===== config.mk =====
export PLATFORM = sky130hd
export DESIGN_NAME = quicksort_lomuto_engine
export DESIGN_NICKNAME = d
export VERILOG_FILES = /design/src/rtl/core/qle_pkg.sv /design/src/rtl/core/qle_dp.sv /design/src/rtl/core/qle_ctrl.sv /design/src/rtl/core/quicksort_lomuto_engine.sv
export SDC_FILE = /design/constraint.sdc
export NUM_CORES = 2
export LEC_CHECK = 0
export BUFFER_PORTS_ARGS = -buffer_cell sky130_fd_sc_hd__buf_2
export CAP_MARGIN = 40
export CORE_MARGIN = 3
export CORE_UTILIZATION = 38
export CTS_CLUSTER_DIAMETER = 150
export DETAILED_ROUTE_END_ITERATION = 6
export HOLD_SLACK_MARGIN = 0.1
export SYNTH_ARGS = -nofsm -noshare
export SYNTH_HDL_FRONTEND = slang
export SYNTH_SLANG_ARGS = --single-unit
export TNS_END_PERCENT = 5

===== constraint.sdc =====
create_clock -name clk_i -period 4.2 [get_ports clk_i]
set_clock_uncertainty 0.15 [all_clocks]
set_input_delay 0.21 -clock clk_i [delete_from_list [all_inputs] [get_ports clk_i]]
set_output_delay 0.21 -clock clk_i [all_outputs]
set_load 0.01 [all_outputs]

===== src/rtl/core/qle_pkg.sv =====
// Package for the quicksort engine: sizes, index widths, the command and
// status structs between controller and datapath. No dependencies.
`timescale 1ns / 1ps

package qle_pkg;

  // Storage sizes and field widths.
  localparam int unsigned ELEMENTS    = 64;
  localparam int unsigned KEY_WIDTH   = 32;
  localparam int unsigned IDX_W       = 6;
  localparam int unsigned CNT_W       = 7;
  localparam int unsigned STACK_DEPTH = 64;
  localparam int unsigned TALLY_W     = 12;

  localparam logic [CNT_W-1:0]   STORE_FULL = CNT_W'(ELEMENTS);
  localparam logic [CNT_W-1:0]   STACK_FULL = CNT_W'(STACK_DEPTH);
  localparam logic [TALLY_W-1:0] TALLY_MAX  = '1;

  // Element store read address source.
  typedef enum logic [1:0] {
    RD_HI,
    RD_J,
    RD_ST,
    RD_K
  } rd_sel_e;

  // Element store write source.
  typedef enum logic [1:0] {
    WR_NONE,
    WR_KEY,
    WR_Y,
    WR_ST
  } wr_sel_e;

  // Range pushed onto the stack.
  typedef enum logic [1:0] {
    PUSH_INIT,
    PUSH_LEFT,
    PUSH_RIGHT
  } push_sel_e;

  // Commands from the controller to the datapath.
  typedef struct packed {
    logic      load_key;
    logic      push_en;
    push_sel_e push_sel;
    logic      pop;
    logic      range_load;
    logic      rd_en;
    rd_sel_e   rd_sel;
    wr_sel_e   wr_sel;
    logic      pivot_load;
    logic      adv_j;
    logic      adv_st;
    logic      bump_cmp;
    logic      bump_swap;
    logic      swap_loop;
    logic      swap_pivot;
    logic      emit_init;
    logic      out_load;
    logic      out_clear;
    logic      k_inc;
    logic      run_clear;
  } qle_cmd_t;

  // Status from the datapath to the controller.
  typedef struct packed {
    logic count_lt2;
    logic sp_zero;
    logic lo_ge_hi;
    logic j_eq_hi;
    logic key_less;
    logic st_eq_j;
    logic push_left_ok;
    logic push_right_ok;
    logic last_k;
  } qle_status_t;

endpackage


===== src/rtl/core/qle_dp.sv =====
// Datapath of the quicksort engine: element store, range stack, partition
// indices, tallies and the output register. Depends on qle_pkg.
`timescale 1ns / 1ps

module qle_dp import qle_pkg::*; (
  input  logic                 clk_i,
  input  logic                 rst_ni,
  input  qle_cmd_t             cmd_i,
  output qle_status_t          status_o,
  input  logic [KEY_WIDTH-1:0] key_value_i,
  output logic                 out_valid_o,
  output logic [KEY_WIDTH-1:0] sorted_value_o,
  output logic [IDX_W-1:0]     position_o,
  output logic                 end_of_run_o,
  output logic [TALLY_W-1:0]   compare_count_o,
  output logic [TALLY_W-1:0]   swap_count_o,
  output logic                 overflow_flag_o
);

  // Memories; both have registered read data.
  logic [KEY_WIDTH-1:0] elem_mem [ELEMENTS];
  logic [2*IDX_W-1:0]   stack_mem [STACK_DEPTH];
  logic [KEY_WIDTH-1:0] elem_rdata_q;
  logic [2*IDX_W-1:0]   stack_rdata_q;

  // Control state.
  logic [CNT_W-1:0]   count_q, count_d;
  logic [CNT_W-1:0]   sp_q, sp_d;
  logic [TALLY_W-1:0] cmp_q, cmp_d;
  logic [TALLY_W-1:0] swp_q, swp_d;
  logic               drop_q, drop_d;
  logic               out_valid_q, out_valid_d;

  // Payload registers.
  logic [IDX_W-1:0]     lo_q, hi_q, j_q, st_q, y_q, k_q;
  logic [KEY_WIDTH-1:0] pivot_q, v_q;
  logic [KEY_WIDTH-1:0] out_value_q;
  logic [IDX_W-1:0]     out_pos_q;
  logic                 out_end_q;
  logic [TALLY_W-1:0]   out_cmp_q, out_swp_q;
  logic                 out_ovf_q;

  logic [IDX_W-1:0]   rd_addr;
  logic [CNT_W-1:0]   sp_m1;
  logic [CNT_W-1:0]   count_m1;
  logic [2*IDX_W-1:0] push_data;
  logic               store_full;

  assign store_full = (count_q == STORE_FULL);
  assign sp_m1      = sp_q - CNT_W'(1);
  assign count_m1   = count_q - CNT_W'(1);

  // Read address selection.
  always_comb begin
    unique case (cmd_i.rd_sel)
      RD_HI:   rd_addr = hi_q;
      RD_J:    rd_addr = j_q;
      RD_ST:   rd_addr = st_q;
      RD_K:    rd_addr = k_q;
      default: rd_addr = k_q;
    endcase
  end

  // Range pushed onto the stack, packed as {lo, hi}.
  always_comb begin
    unique case (cmd_i.push_sel)
      PUSH_INIT:  push_data = {IDX_W'(0), count_m1[IDX_W-1:0]};
      PUSH_LEFT:  push_data = {lo_q, st_q - IDX_W'(1)};
      PUSH_RIGHT: push_data = {st_q + IDX_W'(1), hi_q};
      default:    push_data = {lo_q, hi_q};
    endcase
  end

  // Element store.
  always_ff @(posedge clk_i) begin
    unique case (cmd_i.wr_sel)
      WR_KEY: begin
        if (!store_full) begin
          elem_mem[count_q[IDX_W-1:0]] <= key_value_i;
        end
      end
      WR_Y:    elem_mem[y_q]  <= elem_rdata_q;
      WR_ST:   elem_mem[st_q] <= v_q;
      default: ;
    endcase
    if (cmd_i.rd_en) begin
      elem_rdata_q <= elem_mem[rd_addr];
    end
  end

  // Range stack.
  always_ff @(posedge clk_i) begin
    if (cmd_i.push_en && (sp_q < STACK_FULL)) begin
      stack_mem[sp_q[IDX_W-1:0]] <= push_data;
    end
    if (cmd_i.pop) begin
      stack_rdata_q <= stack_mem[sp_m1[IDX_W-1:0]];
    end
  end

  // Next values of counters, tallies and flags.
  always_comb begin
    count_d     = count_q;
    sp_d        = sp_q;
    cmp_d       = cmp_q;
    swp_d       = swp_q;
    drop_d      = drop_q;
    out_valid_d = out_valid_q;
    if (cmd_i.load_key) begin
      if (store_full) begin
        drop_d = 1'b1;
      end else begin
        count_d = count_q + CNT_W'(1);
      end
    end
    if (cmd_i.push_en && (sp_q < STACK_FULL)) begin
      sp_d = sp_q + CNT_W'(1);
    end
    if (cmd_i.pop) begin
      sp_d = sp_m1;
    end
    if (cmd_i.bump_cmp && (cmp_q != TALLY_MAX)) begin
      cmp_d = cmp_q + TALLY_W'(1);
    end
    if (cmd_i.bump_swap && (swp_q != TALLY_MAX)) begin
      swp_d = swp_q + TALLY_W'(1);
    end
    if (cmd_i.out_load) begin
      out_valid_d = 1'b1;
    end
    if (cmd_i.out_clear) begin
      out_valid_d = 1'b0;
    end
    if (cmd_i.run_clear) begin
      count_d = '0;
      sp_d    = '0;
      cmp_d   = '0;
      swp_d   = '0;
      drop_d  = 1'b0;
    end
  end

  always_ff @(posedge clk_i or negedge rst_ni) begin
    if (!rst_ni) begin
      count_q     <= '0;
      sp_q        <= '0;
      cmp_q       <= '0;
      swp_q       <= '0;
      drop_q      <= 1'b0;
      out_valid_q <= 1'b0;
    end else begin
      count_q     <= count_d;
      sp_q        <= sp_d;
      cmp_q       <= cmp_d;
      swp_q       <= swp_d;
      drop_q      <= drop_d;
      out_valid_q <= out_valid_d;
    end
  end

  // Partition indices, pivot and swap operands.
  always_ff @(posedge clk_i) begin
    if (cmd_i.range_load) begin
      lo_q <= stack_rdata_q[2*IDX_W-1:IDX_W];
      hi_q <= stack_rdata_q[IDX_W-1:0];
    end
    if (cmd_i.pivot_load) begin
      pivot_q <= elem_rdata_q;
      j_q     <= lo_q;
      st_q    <= lo_q;
    end
    if (cmd_i.adv_j) begin
      j_q <= j_q + IDX_W'(1);
    end
    if (cmd_i.adv_st) begin
      st_q <= st_q + IDX_W'(1);
    end
    if (cmd_i.swap_loop) begin
      v_q <= elem_rdata_q;
      y_q <= j_q;
    end
    if (cmd_i.swap_pivot) begin
      v_q <= pivot_q;
      y_q <= hi_q;
    end
    if (cmd_i.emit_init) begin
      k_q <= '0;
    end
    if (cmd_i.k_inc) begin
      k_q <= k_q + IDX_W'(1);
    end
  end

  // Output register for one result beat.
  always_ff @(posedge clk_i) begin
    if (cmd_i.out_load) begin
      out_value_q <= elem_rdata_q;
      out_pos_q   <= k_q;
      out_end_q   <= status_o.last_k;
      out_cmp_q   <= cmp_q;
      out_swp_q   <= swp_q;
      out_ovf_q   <= drop_q;
    end
  end

  // Status toward the controller.
  assign status_o.count_lt2     = (count_q < CNT_W'(2));
  assign status_o.sp_zero       = (sp_q == '0);
  assign status_o.lo_ge_hi      = (lo_q >= hi_q);
  assign status_o.j_eq_hi       = (j_q == hi_q);
  assign status_o.key_less      = ($signed(elem_rdata_q) < $signed(pivot_q));
  assign status_o.st_eq_j       = (st_q == j_q);
  assign status_o.push_left_ok  = ({1'b0, st_q} >= ({1'b0, lo_q} + CNT_W'(2)));
  assign status_o.push_right_ok = (({1'b0, st_q} + CNT_W'(2)) <= {1'b0, hi_q});
  assign status_o.last_k        = ({1'b0, k_q} == count_m1);

  assign out_valid_o     = out_valid_q;
  assign sorted_value_o  = out_value_q;
  assign position_o      = out_pos_q;
  assign end_of_run_o    = out_end_q;
  assign compare_count_o = out_cmp_q;
  assign swap_count_o    = out_swp_q;
  assign overflow_flag_o = out_ovf_q;

endmodule


===== src/rtl/core/qle_ctrl.sv =====
// Controller of the quicksort engine: sequences loading, partitioning,
// stack handling and result emission. Depends on qle_pkg.
`timescale 1ns / 1ps

module qle_ctrl import qle_pkg::*; (
  input  logic        clk_i,
  input  logic        rst_ni,
  input  logic        in_valid_i,
  output logic        in_ready_o,
  input  logic        last_key_i,
  input  logic        out_ready_i,
  input  qle_status_t status_i,
  output qle_cmd_t    cmd_o
);

  localparam logic [3:0] S_LOAD    = 4'd0;
  localparam logic [3:0] S_INIT    = 4'd1;
  localparam logic [3:0] S_POP     = 4'd2;
  localparam logic [3:0] S_RANGE   = 4'd3;
  localparam logic [3:0] S_CHECK   = 4'd4;
  localparam logic [3:0] S_PIV     = 4'd5;
  localparam logic [3:0] S_RDJ     = 4'd6;
  localparam logic [3:0] S_CMP     = 4'd7;
  localparam logic [3:0] S_SW0     = 4'd8;
  localparam logic [3:0] S_SW1     = 4'd9;
  localparam logic [3:0] S_SW2     = 4'd10;
  localparam logic [3:0] S_PUSHL   = 4'd11;
  localparam logic [3:0] S_PUSHR   = 4'd12;
  localparam logic [3:0] S_EMIT_RD = 4'd13;
  localparam logic [3:0] S_EMIT_LD = 4'd14;
  localparam logic [3:0] S_EMIT_HD = 4'd15;

  logic [3:0] state_q, state_d;
  logic       pivot_swap_q, pivot_swap_d;

  assign in_ready_o = (state_q == S_LOAD);

  // Next state and command decode.
  always_comb begin
    state_d      = state_q;
    pivot_swap_d = pivot_swap_q;
    cmd_o        = '0;
    cmd_o.rd_sel   = RD_K;
    cmd_o.wr_sel   = WR_NONE;
    cmd_o.push_sel = PUSH_INIT;
    unique case (state_q)
      S_LOAD: begin
        if (in_valid_i) begin
          cmd_o.load_key = 1'b1;
          cmd_o.wr_sel   = WR_KEY;
          if (last_key_i) begin
            state_d = S_INIT;
          end
        end
      end
      S_INIT: begin
        if (status_i.count_lt2) begin
          cmd_o.emit_init = 1'b1;
          state_d         = S_EMIT_RD;
        end else begin
          cmd_o.push_en  = 1'b1;
          cmd_o.push_sel = PUSH_INIT;
          state_d        = S_POP;
        end
      end
      S_POP: begin
        if (status_i.sp_zero) begin
          cmd_o.emit_init = 1'b1;
          state_d         = S_EMIT_RD;
        end else begin
          cmd_o.pop = 1'b1;
          state_d   = S_RANGE;
        end
      end
      S_RANGE: begin
        cmd_o.range_load = 1'b1;
        state_d          = S_CHECK;
      end
      S_CHECK: begin
        if (status_i.lo_ge_hi) begin
          state_d = S_POP;
        end else begin
          cmd_o.rd_en  = 1'b1;
          cmd_o.rd_sel = RD_HI;
          state_d      = S_PIV;
        end
      end
      S_PIV: begin
        cmd_o.pivot_load = 1'b1;
        state_d          = S_RDJ;
      end
      S_RDJ: begin
        if (status_i.j_eq_hi) begin
          // Scan done: swap the pivot into its slot.
          cmd_o.swap_pivot = 1'b1;
          pivot_swap_d     = 1'b1;
          state_d          = S_SW0;
        end else begin
          cmd_o.rd_en  = 1'b1;
          cmd_o.rd_sel = RD_J;
          state_d      = S_CMP;
        end
      end
      S_CMP: begin
        cmd_o.bump_cmp = 1'b1;
        if (status_i.key_less) begin
          if (status_i.st_eq_j) begin
            cmd_o.adv_j  = 1'b1;
            cmd_o.adv_st = 1'b1;
            state_d      = S_RDJ;
          end else begin
            cmd_o.swap_loop = 1'b1;
            pivot_swap_d    = 1'b0;
            state_d         = S_SW0;
          end
        end else begin
          cmd_o.adv_j = 1'b1;
          state_d     = S_RDJ;
        end
      end
      S_SW0: begin
        cmd_o.rd_en  = 1'b1;
        cmd_o.rd_sel = RD_ST;
        state_d      = S_SW1;
      end
      S_SW1: begin
        cmd_o.wr_sel = WR_Y;
        state_d      = S_SW2;
      end
      S_SW2: begin
        cmd_o.wr_sel    = WR_ST;
        cmd_o.bump_swap = 1'b1;
        if (pivot_swap_q) begin
          state_d = S_PUSHL;
        end else begin
          cmd_o.adv_j  = 1'b1;
          cmd_o.adv_st = 1'b1;
          state_d      = S_RDJ;
        end
      end
      S_PUSHL: begin
        cmd_o.push_en  = status_i.push_left_ok;
        cmd_o.push_sel = PUSH_LEFT;
        state_d        = S_PUSHR;
      end
      S_PUSHR: begin
        cmd_o.push_en  = status_i.push_right_ok;
        cmd_o.push_sel = PUSH_RIGHT;
        state_d        = S_POP;
      end
      S_EMIT_RD: begin
        cmd_o.rd_en  = 1'b1;
        cmd_o.rd_sel = RD_K;
        state_d      = S_EMIT_LD;
      end
      S_EMIT_LD: begin
        cmd_o.out_load = 1'b1;
        state_d        = S_EMIT_HD;
      end
      S_EMIT_HD: begin
        if (out_ready_i) begin
          cmd_o.out_clear = 1'b1;
          if (status_i.last_k) begin
            cmd_o.run_clear = 1'b1;
            state_d         = S_LOAD;
          end else begin
            cmd_o.k_inc = 1'b1;
            state_d     = S_EMIT_RD;
          end
        end
      end
      default: state_d = S_LOAD;
    endcase
  end

  always_ff @(posedge clk_i or negedge rst_ni) begin
    if (!rst_ni) begin
      state_q      <= S_LOAD;
      pivot_swap_q <= 1'b0;
    end else begin
      state_q      <= state_d;
      pivot_swap_q <= pivot_swap_d;
    end
  end

endmodule


===== src/rtl/core/quicksort_lomuto_engine.sv =====
// Top level of the quicksort engine: joins controller and datapath.
// Depends on qle_pkg, qle_ctrl and qle_dp.
//
// Usage: keys arrive on the input channel (valid/ready), one beat per key,
// taken one per cycle while the block is loading. Up to 64 keys are stored;
// later keys are dropped and the overflow flag is raised for the run. The
// beat with last_key set closes the set and starts an in-place quicksort
// (last element as pivot, explicit stack of ranges in a 64-entry memory).
// The sort starts by pushing the whole range and ends on finding the stack
// empty. Each range is popped, its pivot fetched, its keys compared and
// swapped (the pivot swap included), the scan closed and both subranges
// checked for pushing; all element accesses go through the single read
// and write port of the element store. A set of one key skips the sort.
// The sorted keys then leave on the output channel as one beat per key,
// each read from the element store into an output register, where the
// result beat sits until the receiver takes it. No new key is
// accepted from the last key until the final result beat is taken.
// Reset clears the count, tallies, stack pointer and flags; the stores
// need no clearing since only written entries are ever read.
`timescale 1ns / 1ps

module quicksort_lomuto_engine import qle_pkg::*; (
  input  logic                 clk_i,
  input  logic                 rst_ni,
  input  logic                 in_valid_i,
  output logic                 in_ready_o,
  input  logic [KEY_WIDTH-1:0] key_value_i,
  input  logic                 last_key_i,
  output logic                 out_valid_o,
  input  logic                 out_ready_i,
  output logic [KEY_WIDTH-1:0] sorted_value_o,
  output logic [IDX_W-1:0]     position_o,
  output logic                 end_of_run_o,
  output logic [TALLY_W-1:0]   compare_count_o,
  output logic [TALLY_W-1:0]   swap_count_o,
  output logic                 overflow_flag_o
);

  qle_cmd_t    cmd;
  qle_status_t status;

  // Sequencer.
  qle_ctrl u_ctrl (
    .clk_i       (clk_i),
    .rst_ni      (rst_ni),
    .in_valid_i  (in_valid_i),
    .in_ready_o  (in_ready_o),
    .last_key_i  (last_key_i),
    .out_ready_i (out_ready_i),
    .status_i    (status),
    .cmd_o       (cmd)
  );

  // Storage and arithmetic.
  qle_dp u_dp (
    .clk_i           (clk_i),
    .rst_ni          (rst_ni),
    .cmd_i           (cmd),
    .status_o        (status),
    .key_value_i     (key_value_i),
    .out_valid_o     (out_valid_o),
    .sorted_value_o  (sorted_value_o),
    .position_o      (position_o),
    .end_of_run_o    (end_of_run_o),
    .compare_count_o (compare_count_o),
    .swap_count_o    (swap_count_o),
    .overflow_flag_o (overflow_flag_o)
  );

endmodule

Word level (Yosys, flattened, before mapping)

Memories as Yosys holds them, arrays and structs flattened. A register that Yosys moved wholly into a read port is not among the register bits.
Cells that the tools add are included.

Add/sub/neg operators: 12
Magnitude comparators: 6
Equality and inequality tests: 36
Multiplexer cells: 90
Reduce and logical (&&, ||, !) cells: 24

Operators with widths:

| kind                                                 | count |
|---|---|
| 2-to-1 mux 32 bit                                    | 4 |
| case mux 4 bit (16 select lines)                     | 1 |
| OR reduction 32 bit                                  | 2 |
| 2-to-1 mux 6 bit                                     | 9 |
| 2-to-1 mux 12 bit                                    | 4 |
| 2-to-1 mux 7 bit                                     | 6 |
| 2-to-1 mux 1 bit                                     | 40 |
| 2-to-1 mux 4 bit                                     | 10 |
| case mux 12 bit (3 select lines)                     | 1 |
| equality test 4 bit (second input constant)          | 8 |
| less-than comparator 32 bit                          | 1 |
| adder 12 x 1 -> 12 bit (second input constant)       | 2 |
| inequality test 12 bit (second input constant)       | 2 |
| case mux 6 bit (4 select lines)                      | 1 |
| nonzero test 2 bit                                   | 10 |
| adder 6 x 1 -> 6 bit (second input constant)         | 3 |
| 2-to-1 mux 3 bit                                     | 6 |
| equality test 4 x 3 -> 1 bit (second input constant) | 4 |
| adder 6 x 2 -> 7 bit (second input constant)         | 2 |
| adder 7 x 1 -> 7 bit (second input constant)         | 2 |
| subtractor 7 x 1 -> 7 bit (second input constant)    | 2 |
| equality test 6 bit                                  | 2 |
| inequality test 2 bit (second input constant)        | 6 |
| case mux 3 bit (4 select lines)                      | 1 |
| 26 further kinds                                     | 39 |

Register bits after elaboration: 209
RAM bits: 2816
Bits of input ports: 37
Logic and storage cells: 192
Memories kept: 2

Memories:

| memory         | words | width | rd ports | clocked after memory_dff | wr ports | line         | RTL |
|---|---|---|---|---|---|---|---|
| u_dp.elem_mem  | 64    | 32    | 1        | 1                        | 1        | qle_dp.sv:21 | `logic [KEY_WIDTH-1:0] elem_mem [ELEMENTS];` |
| u_dp.stack_mem | 64    | 12    | 1        | 1                        | 1        | qle_dp.sv:22 | `logic [2*IDX_W-1:0] stack_mem [STACK_DEPTH];` |

Logic depth before layout (Yosys ltp)

Depth in word-level cells: 8
Mapped depth: 19
Mapped depth without buffers: 13

Modules after synthesis

Synthesis repeated with hierarchy kept, for this count alone.

Cell total of the unflattened synthesis: 7538
Area total of the unflattened synthesis: 122327.3 um^2

Modules (own cells, without submodules):

| module   | instances | cells an instance | area an instance (um^2) |
|---|---|---|---|
| qle_dp   | 1         | 7449              | 121700.5 |
| qle_ctrl | 1         | 89                | 626.9 |

Worst setup path before layout

OpenSTA, ideal clock, no wires.

Kind: register -> register
Start point: register u_ctrl.state_q[0]
End point: memory u_dp.stack_mem[0][11] (netlist name) (data pin)
Library setup time: 0.702 ns
Data arrival time: 3.717 ns
Setup slack: -0.369 ns
Cell stages (with the launch flop): 6
Clock period less this slack: 4.569 ns
Cells stage by stage: dfrtp_1 buf_2 clkbuf_1 buf_1 nand3_1 o21ai_0

Cells in the longest elaborated chain, start to end: 4
Elaborated cells between the ends (all ways): 8
Those cells by class: 5 x eq/ne; 2 x mux; 1 x reduce/logical

RTL lines:

| element                                                                    | line            | RTL |
|---|---|---|
| start, declared                                                            | qle_ctrl.sv:33  | `logic [3:0] state_q, state_d;` |
| start signal, assigned                                                     | qle_ctrl.sv:181 | `state_q <= state_d;` |
| equality test 4 bit / equality test 4 x 1 -> 1 bit (equally long branches) | qle_ctrl.sv:46  | `unique case (state_q)` |
| case mux 3 bit (3 select lines) (*)                                        | qle_ctrl.sv:46  |  |
| equality test 2 bit, or another cell as far along                          | qle_dp.sv:66    | `unique case (cmd_i.push_sel)` |
| case mux 12 bit (3 select lines) (*)                                       | qle_dp.sv:66    |  |
| via u_dp.push_data[11]                                                     | qle_dp.sv:46    | `logic [2*IDX_W-1:0] push_data;` |
| end, declared                                                              | qle_dp.sv:22    |  |

Mark *: on every way through the listed nets, which the timed path passes. The rest lies on a longest branch.

Final worst setup path

Start point: register u_dp.lo_q[0]
End point: register u_dp.elem_rdata_q[9] (read register of u_dp.elem_mem) (data pin)

Cells in the longest elaborated chain, start to end: 5
Elaborated cells between the ends (all ways): 8
Those cells by class: 1 x order compare; 3 x eq/ne; 3 x mux; 1 x reduce/logical

RTL lines:

| element                                           | line           | RTL |
|---|---|---|
| start, declared                                   | qle_dp.sv:35   | `logic [IDX_W-1:0] lo_q, hi_q, j_q, st_q, y_q, k_q;` |
| start signal, assigned                            | qle_dp.sv:164  | `lo_q <= stack_rdata_q[2*IDX_W-1:IDX_W];` |
| >= comparator 6 bit (*)                           | qle_dp.sv:209  | `assign status_o.lo_ge_hi = (lo_q >= hi_q);` |
| 2-to-1 mux 3 bit (*)                              | qle_ctrl.sv:80 | `if (status_i.lo_ge_hi) begin` |
| case mux 3 bit (4 select lines) (*)               | qle_ctrl.sv:46 |  |
| equality test 2 bit, or another cell as far along | qle_dp.sv:55   | `unique case (cmd_i.rd_sel)` |
| case mux 6 bit (4 select lines)                   | qle_dp.sv:55   |  |
| end, declared                                     | qle_dp.sv:23   | `logic [KEY_WIDTH-1:0] elem_rdata_q;` |

Every way passes the cells marked *; elsewhere a longest branch is shown, timed or not.
A chain may end at the register's enable or synchronous reset.

==> out/results.txt <==
The run finished, with violations left. The checks that failed: negative setup slack. Overall global routing resource usage: 0.2174. The clock tree buffer depth was 4. Global routing finished with a remaining overflow of 0. The maximum number of pins on one net before global-route repair is 97. For this block, the routed nets add up to 371.5 mm of wire.

Synthesis handed over a netlist of 7815 instances. The fraction of synthesized cell area in xor and xnor cells was 0.005438. Across the whole layout, storage elements account for 91940 µm².

The tools report the HPWL after detailed placement as 231.8 mm. The ratio of routed vias to standard cells was 5.654; the synthesized-area fraction occupied by ao, oa, aoi and oai cells was 0.04658. At the worst endpoint, the arrival time is 4790 ps. For the top-level I/O count, the log shows 103. TritonCTS built the clock tree. Share of post-route cells with drive strength above 1: 0.2371. Total of buffers placed on input and output ports: 102.

Share of async-settable or async-resettable flops after synthesis: 0.01466. Counting flops with a built-in enable in the synthesized netlist gives 3024. For the pin with the worst max-slew slack, the measured transition is 948.1 ps. The number of warnings reported in the yosys synthesis log is 0.

The run gives 20 as the number of antenna violations at the first check in global routing. OpenSTA, run right after detailed placement, puts the worst setup slack at -406.7 ps. Number of hold violations in the final report: 0.

The adder-cell share of the synthesized area was 0.006542; the final-stage net count was 8882. For the leakage dissipation, the log shows 51.00 nW. The die covers 329000 µm². Largest fanout of any net on the critical path: 10.

Among cell families on the critical path, the largest total delay comes from compound AO/OA/AOI/OAI gates. The critical path goes through inv_2 > ha_4 > nand2b_4 > a21o_1 > a211o_4 > a211o_1 > a221o_2 > buf_4 > nand2_8 > nor2_4 > buf_16 > buf_12 > a32oi_4 > o211ai_1 > a2111o_1. The required time at the worst-slack endpoint was 4650 ps. The worst slew margin relative to its limit is 0.3665, and the number of global-route vias before repair is 72850. The count of final max-slew check failures was 0; the flip-flop and latch count after synthesis was 3069.

In the layout the commonest cells are sky130_fd_sc_hd__edfxtp_1 (3024), sky130_fd_sc_hd__nand2_1 (1531), sky130_fd_sc_hd__buf_4 (717). The cell with the biggest individual delay on the critical path is sky130_fd_sc_hd__a2111o_1. The worst setup path is of the register to register kind.

Hold timing on the final database bottoms out at a slack of 166.6 ps. The largest stage delay on the critical path is 500 ps. The number of violations reported at the end of detailed-routing iteration 0 is 10198, and the worst setup slack after layout is -142.1 ps. STA classifies the critical path startpoint as a register. The average instance in the mapped netlist occupies 15.66 µm². The fraction of synthesized area in multiplexers is 0.07397, and the simple-gate portion of the synthesized area is 0.09650. The number of standard-cell rows in the floorplan came out at 207. The initial cell density of the core was 0.3833.

The cell sitting at the root of the clock tree is a sky130_fd_sc_hd__clkbuf_16. The die is 573.6 µm tall. For the first-pass iteration count of the detailed router, the log shows 6. The combinational family with the most area after synthesis is simple AND/OR/NAND/NOR gates. The final critical-path share of the clock period is 1.034, and the number of buffers inserted during clock tree synthesis is 314.

The worst path in the final design needs a cycle of 4342 ps, including I/O delays and setup. The number of H-tree levels is 5, and the post-synth net total is 7916. The leading cell type in the layout, fill and taps excluded was sky130_fd_sc_hd__edfxtp_1. The run gives 0.8979 as the placer's final routability congestion estimate. The die is 573.6 µm wide. The area growth from synthesis to layout is 21.63%. The tool flagged a number of max-cap violations equal to 0.

The combined buffer and inverter count along the critical path came out at 4. STA classifies the critical path endpoint as a register. The tools report the final core area utilization as 0.4662. The logs give 0 for the remaining antenna violation count after routing and 26958 for the count of fill cells added during filler insertion. The clock network latency to the later pin of the worst-skew pair came out at 880 ps.

The clock-pin transition on the worst setup and hold timing paths is 60 ps. Setup repair after global routing could not meet its margin everywhere. In this run the worst hold path is classified as primary input to register. The first global-routing pass estimated 525.7 mm of wire.

The average wire length per cell after detail routing was 27.90 µm. For the DRC violations left, the log shows 0. The logs give 122400 µm² for the synthesized cell area and 3069 for the TritonCTS sink count. The most frequently used flop master after synthesis is sky130_fd_sc_hd__edfxtp_1. Total chip power: 0.1254 W.

The total via count after detailed routing is 75281, and the power per cell area is 842.3 nW/µm². The number of distinct library cells after synthesis was 82; the share of synthesized area occupied by flip-flops and latches was 0.7510. The total of endpoints with negative setup slack in the final report is 19.

Timing would allow up to 230.3 MHz. The multi-input combinational cells in the finished layout cover a total of 30070 µm². The worst-case IR drop observed on VDD is 0.9459 mV. The floorplan step defined a core boundary enclosing 319300 µm².
[worst register-to-register path: stages (launching register included)]
cell and delay (ps):
sky130_fd_sc_hd__edfxtp_1 410, sky130_fd_sc_hd__inv_2 110, sky130_fd_sc_hd__ha_4 200, sky130_fd_sc_hd__nand2b_4 120, sky130_fd_sc_hd__a21o_1 180, sky130_fd_sc_hd__a211o_4 360, sky130_fd_sc_hd__a211o_1 270, sky130_fd_sc_hd__a221o_2 420
sky130_fd_sc_hd__buf_4 190, sky130_fd_sc_hd__nand2_8 100, sky130_fd_sc_hd__nor2_4 110, sky130_fd_sc_hd__buf_16 190, sky130_fd_sc_hd__buf_12 190, sky130_fd_sc_hd__a32oi_4 250, sky130_fd_sc_hd__o211ai_1 340, sky130_fd_sc_hd__a2111o_1 510
[sequential cells by signal, summed over array words and instances, names as in the netlist, 12 cells and up]
| signal | cells |
|---|---|
| u_dp.cmp_q | 12 |
| u_dp.compare_count_o | 12 |
| u_dp.elem_mem | 2048 |
| u_dp.elem_rdata_q | 32 |
| u_dp.pivot_q | 32 |
| u_dp.sorted_value_o | 32 |
| u_dp.stack_mem | 768 |
| u_dp.stack_rdata_q | 12 |
| u_dp.swap_count_o | 12 |
| u_dp.swp_q | 12 |
| u_dp.v_q | 32 |
[kinds of logic (layout without fill, tap and decap cells)]
group           after synthesis  after routing
compound gates              761            762
simple gates               2743           2744
mux                         562            562
other cells                   0              4
flops                      3069           3069
xor+xnor                     76             76
fa+ha+maj                    64             64
buf+inv                     540           1750
[path summary, 6_finish.rpt]
check | startpoint | end | slack [ps] | depth (start not counted)
max | u_dp.lo_q[0]$_DFFE_PP_ | u_dp.elem_rdata_q[9]$_DFFE_PP_ | -140 | 15
min | key_value_i[0] | u_dp.elem_mem[21][0]$_DFFE_PP_ | 170 | 3
max reg2reg | u_dp.lo_q[0]$_DFFE_PP_ | u_dp.elem_rdata_q[9]$_DFFE_PP_ | -140 | 15
min reg2reg | u_dp.stack_rdata_q[10]$_DFFE_PP_ | u_dp.lo_q[4]$_DFFE_PP_ | 270 | 0
max in group asynchronous | rst_ni | u_dp.sp_q[0]$_DFFE_PN0P_ | 2920 | 4
min in group asynchronous | rst_ni | u_dp.sp_q[6]$_DFFE_PN0P_ | 440 | 4
[stage by stage]
step | TNS (ps) | cell area [µm²] | cells
after floorplan | -72560 | 122400 | 7815
after global placement | -9071 | 135500 | 12597
after detailed placement | -7841 | 136400 | 12636
after CTS | -1036 | 147500 | 13264
after global routing | -5766 | 148900 | 13312
final | -770.8 | 148900 | 13315
[where the power goes]
part           total, W  leakage [nW]  internal (W)  switching, W
sequential       0.0393          27.9        0.0384      0.000832
clock            0.0267          4.74        0.0150        0.0117
combinational    0.0595          18.4        0.0233        0.0361
total             0.125          51.0        0.0768        0.0486
[cells in the mapped netlist, drive strengths merged, types with 8 or more instances]
master,instances,area share
a2111o,8,0.00074
a2111oi,33,0.0024
a211o,45,0.0032
a211oi,35,0.0021
a21boi,8,0.00049
a21o,22,0.0013
a21oi,85,0.0037
a221oi,12,0.00086
a22oi,66,0.0040
a311o,25,0.0020
a311oi,26,0.0019
a31oi,79,0.0040
a32o,12,0.00098
a32oi,107,0.0077
and2,9,0.00046
and3,68,0.0035
buf,262,0.011
clkbuf,220,0.0067
dfrtp,45,0.0092
edfxtp,3024,0.74
ha,64,0.0065
inv,57,0.0017
mux2,21,0.0019
mux2i,269,0.022
mux4,272,0.050
nand2,1573,0.048
nand2b,16,0.00088
nand3,693,0.028
nand4,75,0.0039
nor2,233,0.0073
nor2b,9,0.00046
nor3,30,0.0014
o211ai,14,0.00086
o21ai,92,0.0038
o221ai,14,0.0010
o22ai,12,0.00061
o31a,26,0.0019
or3,9,0.00046
xnor2,44,0.0031
xor2,32,0.0023
[repair_timing]
action | in CTS | in global routing
gates resized for setup | 160 | 165
setup buffers | 24 | 37
pin swaps | 57 | 75
hold buffers | 35 | 0
endpoints found under the hold margin | 1467 | 0
endpoints found under the setup margin | 69 | 431
gates cloned | 8 | 11
[layout make-up]
type                            count  share of cell area
Tap cell                         4284             0.03600
Antenna cell                        4          0.00006723
Inverter                           58            0.001462
Sequential cell                  3069              0.6175
Timing Repair Buffer             1130             0.07807
Clock inverter                    175            0.009538
Clock buffer                      387             0.05539
Multi-Input combinational cell   4208              0.2020
[metal layers]
metal,up-vias,track usage,part of all wire
li1,32131,-,-
met1,38494,0.2956,0.39
met2,3949,0.3458,0.47
met3,707,0.03444,0.089
met4,0,0.09620,0.051
met5,-,0,0
Power figures use the tool's default switching activity.
